<file path="config.mk">
export PLATFORM = sky130hd
export DESIGN_NAME = pipt_edge_unit
export DESIGN_NICKNAME = d
export VERILOG_FILES = /design/src/hw/rtl/pipt_pkg.sv /design/src/hw/rtl/pipt_edge_unit.sv
export SDC_FILE = /design/constraint.sdc
export NUM_CORES = 2
export LEC_CHECK = 0
export ABC_AREA = 1
export BUFFER_PORTS_ARGS = -buffer_cell sky130_fd_sc_hd__buf_2
export CORE_MARGIN = 8
export CORE_UTILIZATION = 67
export CTS_CLUSTER_SIZE = 12
export DETAILED_ROUTE_END_ITERATION = 6
export MAX_ROUTING_LAYER = met4
export PLACE_DENSITY = 0.93
export SYNTH_ARGS = -nofsm -noshare
export SYNTH_HDL_FRONTEND = slang
export SYNTH_SLANG_ARGS = --single-unit
</file>
<file path="constraint.sdc">
create_clock -name clk -period 8.4 [get_ports clk]
set_clock_uncertainty 0.05 [all_clocks]
set_input_delay 1.68 -clock clk [delete_from_list [all_inputs] [get_ports clk]]
set_output_delay 1.68 -clock clk [all_outputs]
set_load 0.005 [all_outputs]
</file>
<file path="src/hw/rtl/pipt_pkg.sv">
// Shared constants and types for the point-in-polygon crossing-number test.
`default_nettype none
package pipt_pkg;

  localparam int DEF_MAX_VERTICES = 64;
  localparam int DEF_COORD_WIDTH  = 24;

  localparam logic KIND_LOAD  = 1'b0;
  localparam logic KIND_QUERY = 1'b1;

  // One vertex read handed from the sequencer to the edge unit.
  typedef struct packed {
    logic vld;
    logic first;
  } edge_req_t;

  // Status of the edge unit back to the sequencer.
  typedef struct packed {
    logic busy;
    logic tog;
  } edge_stat_t;

endpackage
`default_nettype wire

</file>
<file path="src/hw/rtl/pipt_edge_unit.sv">
// Pipelined edge crossing unit: one polygon edge per cycle, gives a toggle per edge.
`default_nettype none
module pipt_edge_unit #(
  parameter int COORD_WIDTH = pipt_pkg::DEF_COORD_WIDTH
) (
  input  wire                          clk,
  input  wire                          rst,
  input  pipt_pkg::edge_req_t          req,
  input  wire logic signed [COORD_WIDTH-1:0] cur_x,
  input  wire logic signed [COORD_WIDTH-1:0] cur_y,
  input  wire logic signed [COORD_WIDTH-1:0] px,
  input  wire logic signed [COORD_WIDTH-1:0] py,
  output pipt_pkg::edge_stat_t         stat
);
  import pipt_pkg::*;

  localparam int DW = COORD_WIDTH + 1;
  localparam int PW = 2 * DW;

  logic signed [COORD_WIDTH-1:0] prev_x, prev_y;

  logic                 s1_vld, s1_str;
  logic signed [DW-1:0] s1_a, s1_b, s1_c, s1_d;

  logic                 s2_vld, s2_str, s2_dyneg;
  logic signed [PW-1:0] s2_p1, s2_p2;

  logic                 s3_vld, s3_tog;

  logic signed [PW:0]   diff;
  logic                 str_now;

  // The edge runs from the previous vertex (j) to the current one (i).
  assign str_now = (cur_y > py) != (prev_y > py);

  // Sign of (px-xi)*dy - (xj-xi)*(py-yi); a toggle needs it nonzero and opposite to dy.
  assign diff = (PW+1)'(s2_p1) - (PW+1)'(s2_p2);

  always_ff @(posedge clk) begin
    if (req.vld) begin
      prev_x <= cur_x;
      prev_y <= cur_y;
    end
    s1_a   <= DW'(px) - DW'(cur_x);
    s1_b   <= DW'(prev_y) - DW'(cur_y);
    s1_c   <= DW'(prev_x) - DW'(cur_x);
    s1_d   <= DW'(py) - DW'(cur_y);
    s1_str <= str_now;

    s2_p1    <= s1_a * s1_b;
    s2_p2    <= s1_c * s1_d;
    s2_str   <= s1_str;
    s2_dyneg <= s1_b[DW-1];

    s3_tog <= s2_str && (diff != '0) && (diff[PW] != s2_dyneg);
  end

  always_ff @(posedge clk) begin
    if (rst) begin
      s1_vld <= 1'b0;
      s2_vld <= 1'b0;
      s3_vld <= 1'b0;
    end else begin
      s1_vld <= req.vld && !req.first;
      s2_vld <= s1_vld;
      s3_vld <= s2_vld;
    end
  end

  assign stat.busy = s1_vld | s2_vld | s3_vld;
  assign stat.tog  = s3_vld & s3_tog;

endmodule
`default_nettype wire

</file>
# [Word level (Yosys, flattened, before mapping)]
# Cells that the tools add are included.
[totals] ff_bits=255 latch_bits=0 ram_bits=0 mem_bits_ro=0 inputBits=100 output_inout_bits=2 mem_count=0
[classes] addsub=5 mul=2 div=0 n_lt_le_gt_ge=2 eq_ne=2 n_shift=0 muxes=0 bitwise=3 n_reduce_logical=5
[ops] op="multiplier 25 x 25 -> 50 bit" n=2
[ops] op="subtractor 24 x 24 -> 25 bit" n=4
[ops] op="nonzero test 51 bit" n=1
[ops] op="subtractor 50 x 50 -> 51 bit" n=1
[ops] op="> comparator 24 bit" n=2
[ops] op="logical AND 1 bit" n=3
[ops] op="!= test 1 bit" n=2
[ops] op="bitwise OR 1 bit" n=2
[ops] op="bitwise AND 1 bit" n=1
[ops] op="logical NOT 1 bit" n=1

# [Longest topological paths before layout]
[depth] word_depth=4 ltp_mapped=32 ltp_nobuf=30

# [Least setup slack after synthesis]
# No wires, ideal clock.
[synth_path] path_kind="register to register" start="register s1_c[24]" end="register s2_p2[47]" setup_time_ps=72 t_arrival_ps=6517 path_slack_ps=1761 path_stages_with_launch=22 n_path_buf=2 cell_sequence="dfxtp_1 -> clkbuf_1 -> clkbuf_1 -> nand2_1 -> inv_1 -> fa_1 -> inv_1 -> fa_1 -> fa_1 -> inv_1 -> fa_1 -> fa_1 -> fa_1 -> fa_1 -> ha_1 -> nand2_1 -> nor2_1 -> or3b_2 -> o21ai_2 -> nand3_1 -> nand2_1 -> xor2_1"
[synth_between] elab_chain_len=1
[synth_rtl] element="start: declaration" line_no="pipt_edge_unit.sv:23" source="logic signed [DW-1:0] s1_a, s1_b, s1_c, s1_d;"
[synth_rtl] element="start signal: assignment" line_no="pipt_edge_unit.sv:46" source="s1_c <= DW'(prev_x) - DW'(cur_x);"
[synth_rtl] element="multiplier 25 x 25 -> 50 bit" line_no="pipt_edge_unit.sv:51" source="s2_p2 <= s1_c * s1_d;"
[synth_rtl] element="end signal: assignment" line_no="pipt_edge_unit.sv:51"
[synth_rtl] element="end: declaration" line_no="pipt_edge_unit.sv:26" source="logic signed [PW-1:0] s2_p1, s2_p2;"
# No other way between the ends.
# A chain may end at the register's enable or synchronous reset.

# [Final worst setup path]
[layout_path] start="register s1_b[2]" end="register s2_p1[45]"
[layout_between] elab_chain_len=1
[layout_rtl] element="start: declaration" line_no="pipt_edge_unit.sv:23"
[layout_rtl] element="start signal: assignment" line_no="pipt_edge_unit.sv:45" source="s1_b <= DW'(prev_y) - DW'(cur_y);"
[layout_rtl] element="multiplier 25 x 25 -> 50 bit" line_no="pipt_edge_unit.sv:50" source="s2_p1 <= s1_a * s1_b;"
[layout_rtl] element="end signal: assignment" line_no="pipt_edge_unit.sv:50"
[layout_rtl] element="end: declaration" line_no="pipt_edge_unit.sv:26"
# No other way between the ends.

==> impl_metrics.env <==
export IMPL_final_antenna_net_count=0
export IMPL_htreeDepth=2
export IMPL_required_ns=8.78
export IMPL_cts_root_buf="clkbuf_16"
export IMPL_cts_tree="done"
export IMPL_synthFlopType="dfxtp_1"
export IMPL_clk_latency_ns=0.60
export IMPL_wl_um=192000
export IMPL_finalSetupTns_ns=0
export IMPL_grt_pass1_wl_um=303000
export IMPL_rows=112
export IMPL_clk_pin_slew_ns=0.06
export IMPL_die_area_um2=104000
export IMPL_final_cell_mix="2390 x inv_1, 1956 x nand2_1, 1320 x fa_1"
export IMPL_hold_viol=0
export IMPL_slew_headroom_pct=17.8
export IMPL_fp_dieH_um=322
export IMPL_finalSetupViolCount=0
export IMPL_fp_dieW_um=322
export IMPL_synthCells=7958
export IMPL_grt_use_total_pct=38.9
export IMPL_antenna_found_initial=9
export IMPL_start_kind="flip-flop"
export IMPL_wl_per_cell_um=20.9
export IMPL_ys_seq_elements=255
export IMPL_cts_sinks=255
export IMPL_final_common_cell="inv_1"
export IMPL_post_cts_setup_buffers=0
export IMPL_io_pins=102
export IMPL_hold_class="reg -> reg"
export IMPL_use_met2_pct=59.6
export IMPL_clock_path_buffers=3
export IMPL_final_max_slew_viol_count=0
export IMPL_cts_buffers=34
export IMPL_status="complete, but fails checks"
export IMPL_io_buffer_count=101
export IMPL_postCtsResizedCells=0
export IMPL_start_util_pct=67.3
export IMPL_drtIter0Drc=5434
export IMPL_hpwlAfterDp_um=161000
export IMPL_coreArea_um2=93000
export IMPL_fmaxAchievable_ghz=0.131
export IMPL_final_nets=9783
export IMPL_synth_fp_nets=9831
export IMPL_finalCritPeriodShare_pct=91.0
export IMPL_syn_area_per_cell_um2=7.87
export IMPL_use_met1_pct=44.9
export IMPL_via_count=52500
export IMPL_vias_per_cell=5.71
export IMPL_grt_met3_usage_pct=10.5
export IMPL_worstPathArrival_ns=8.02
export IMPL_drc=57
export IMPL_grt_pass1_vias=57200
export IMPL_async_flop_share_pct=0
export IMPL_tightest_slew_ns=1.23
export IMPL_cts_hold_buf=0
export IMPL_grt_max_degree=50
export IMPL_drv_cap=0
export IMPL_drtPass1Iterations=7
export IMPL_path_class="reg -> reg"
export IMPL_cp_max_fo=25
export IMPL_syn_cell_area_um2=62600
export IMPL_yosysUniqueCellTypes=51
export IMPL_worst_setup_path_end_kind="flip-flop"
export IMPL_grt_ovfl_total=0
export IMPL_post_route_util_pct=70.4
export IMPL_drive_gt1_share_pct=4.40
export IMPL_layout_min_cycle_time_ns=7.64
export IMPL_ys_seq_area_share_pct=8.92
export IMPL_synth_warning_count=0
export IMPL_area_growth_pct=4.65
export IMPL_busiest_layer="met2"
export IMPL_place_gp_congestion=1.04
export IMPL_synth_edf_count=48
export IMPL_violations="design-rule violations"
export IMPL_rsz0062_at_grt="false"
registers in the layout (all words and copies together), names as in the netlist:
register  count
s2_p1        50
s2_p2        50
s1_a         25
s1_b         25
s1_c         25
s1_d         25
prev_x       24
prev_y       24
s1_str        1
s1_vld        1
s2_dyneg      1
s2_str        1
s2_vld        1
s3_tog        1
s3_vld        1
synth_stat cells (8+ instances only):
cell | instances | share of area (%)
nand3_1 | 114 | 0.91
nand2_1 | 1956 | 12
nand4_1 | 42 | 0.42
edfxtp_1 | 48 | 2.3
dfxtp_1 | 207 | 6.6
o21ai_1 | 18 | 0.14
nand2_2 | 9 | 0.090
o21ai_0 | 104 | 0.83
nor2_2 | 9 | 0.090
nor3_1 | 30 | 0.24
xnor2_1 | 87 | 1.2
xor2_1 | 136 | 1.9
inv_1 | 2390 | 14
a21oi_1 | 278 | 2.2
nor4_1 | 10 | 0.10
a21o_1 | 24 | 0.29
ha_1 | 453 | 9.0
or2_2 | 16 | 0.16
nor2_1 | 267 | 1.6
o21bai_1 | 20 | 0.24
a21oi_2 | 8 | 0.11
o21a_1 | 13 | 0.16
a31oi_1 | 26 | 0.26
o21ai_2 | 11 | 0.15
clkbuf_1 | 296 | 1.8
fa_1 | 1320 | 42
worst max-delay path: stages (launching register included):
cell and delay (ns):
dfxtp_1 0.96, nand2_1 0.21, inv_1 0.18, fa_1 0.61, fa_1 0.50, fa_1 0.99, inv_1 0.51, fa_1 0.64
inv_1 0.07, fa_1 0.55, inv_1 0.05, fa_1 0.48, inv_1 0.04, ha_1 0.35, nand2_1 0.11, nor2_1 0.18
nand2_1 0.10, nor4_1 0.27, nand3_1 0.13, o2111ai_1 0.21, a31oi_1 0.15, xnor2_1 0.15
metrics by stage:
step | cell area (µm²) | setup WS (ns) | std cells | hold slack (ns)
floorplan | 62600 | 1.76 | 7958 | 0.260
global placement | 64400 | 1.19 | 9128 | 0.267
detailed placement | 64400 | 0.913 | 9128 | 0.268
CTS | 65500 | 0.837 | 9187 | 0.281
global route | 65500 | 0.299 | 9191 | 0.293
finish | 65500 | 0.756 | 9192 | 0.282
cell type report:
class	count	area [µm²]
multi-input combinational	5010	46900
timing repair buffer	214	1350
inverter	2395	8990
clock inverter	18	159
fill	6885	27500
sequential	255	5590
clock buffer	41	940
antenna	5	12.5
tap	1254	1570
worst paths after layout:
path / startpoint / to / slack (ns) / depth (start not counted)
worst max-delay path: s1_b[2] / s2_p1[45] / 0.76 / 21
worst max register to register: s1_b[2] / s2_p1[45] / 0.76 / 21
worst min-delay path: s1_str / s2_str / 0.28 / 0
worst min register to register: s1_str / s2_str / 0.28 / 0
layer usage:
metal / vias to the layer above / wire, µm
met5: - / 0
met4: 0 / 16900
met3: 1175 / 22900
met2: 3517 / 85700
met1: 25200 / 66100
li1: 22600 / -
cells by family (layout without fill, tap and decap cells):
kind of cell | Yosys count | count (layout) | synth area share (%)
xor gates and xnor gates | 223 | 223 | 3.12
adders and majority gates | 1773 | 1773 | 51.2
DFF | 255 | 255 | 8.92
buffers and inverters | 2693 | 2668 | 16.1
AOI/OAI and AO/OA | 540 | 540 | 4.95
and+or+nand+nor | 2474 | 2474 | 15.6
other | 0 | 5 | 0
Power is not shown: default switching activity piles up to over one toggle a cycle in this logic, so the estimate is an artifact.
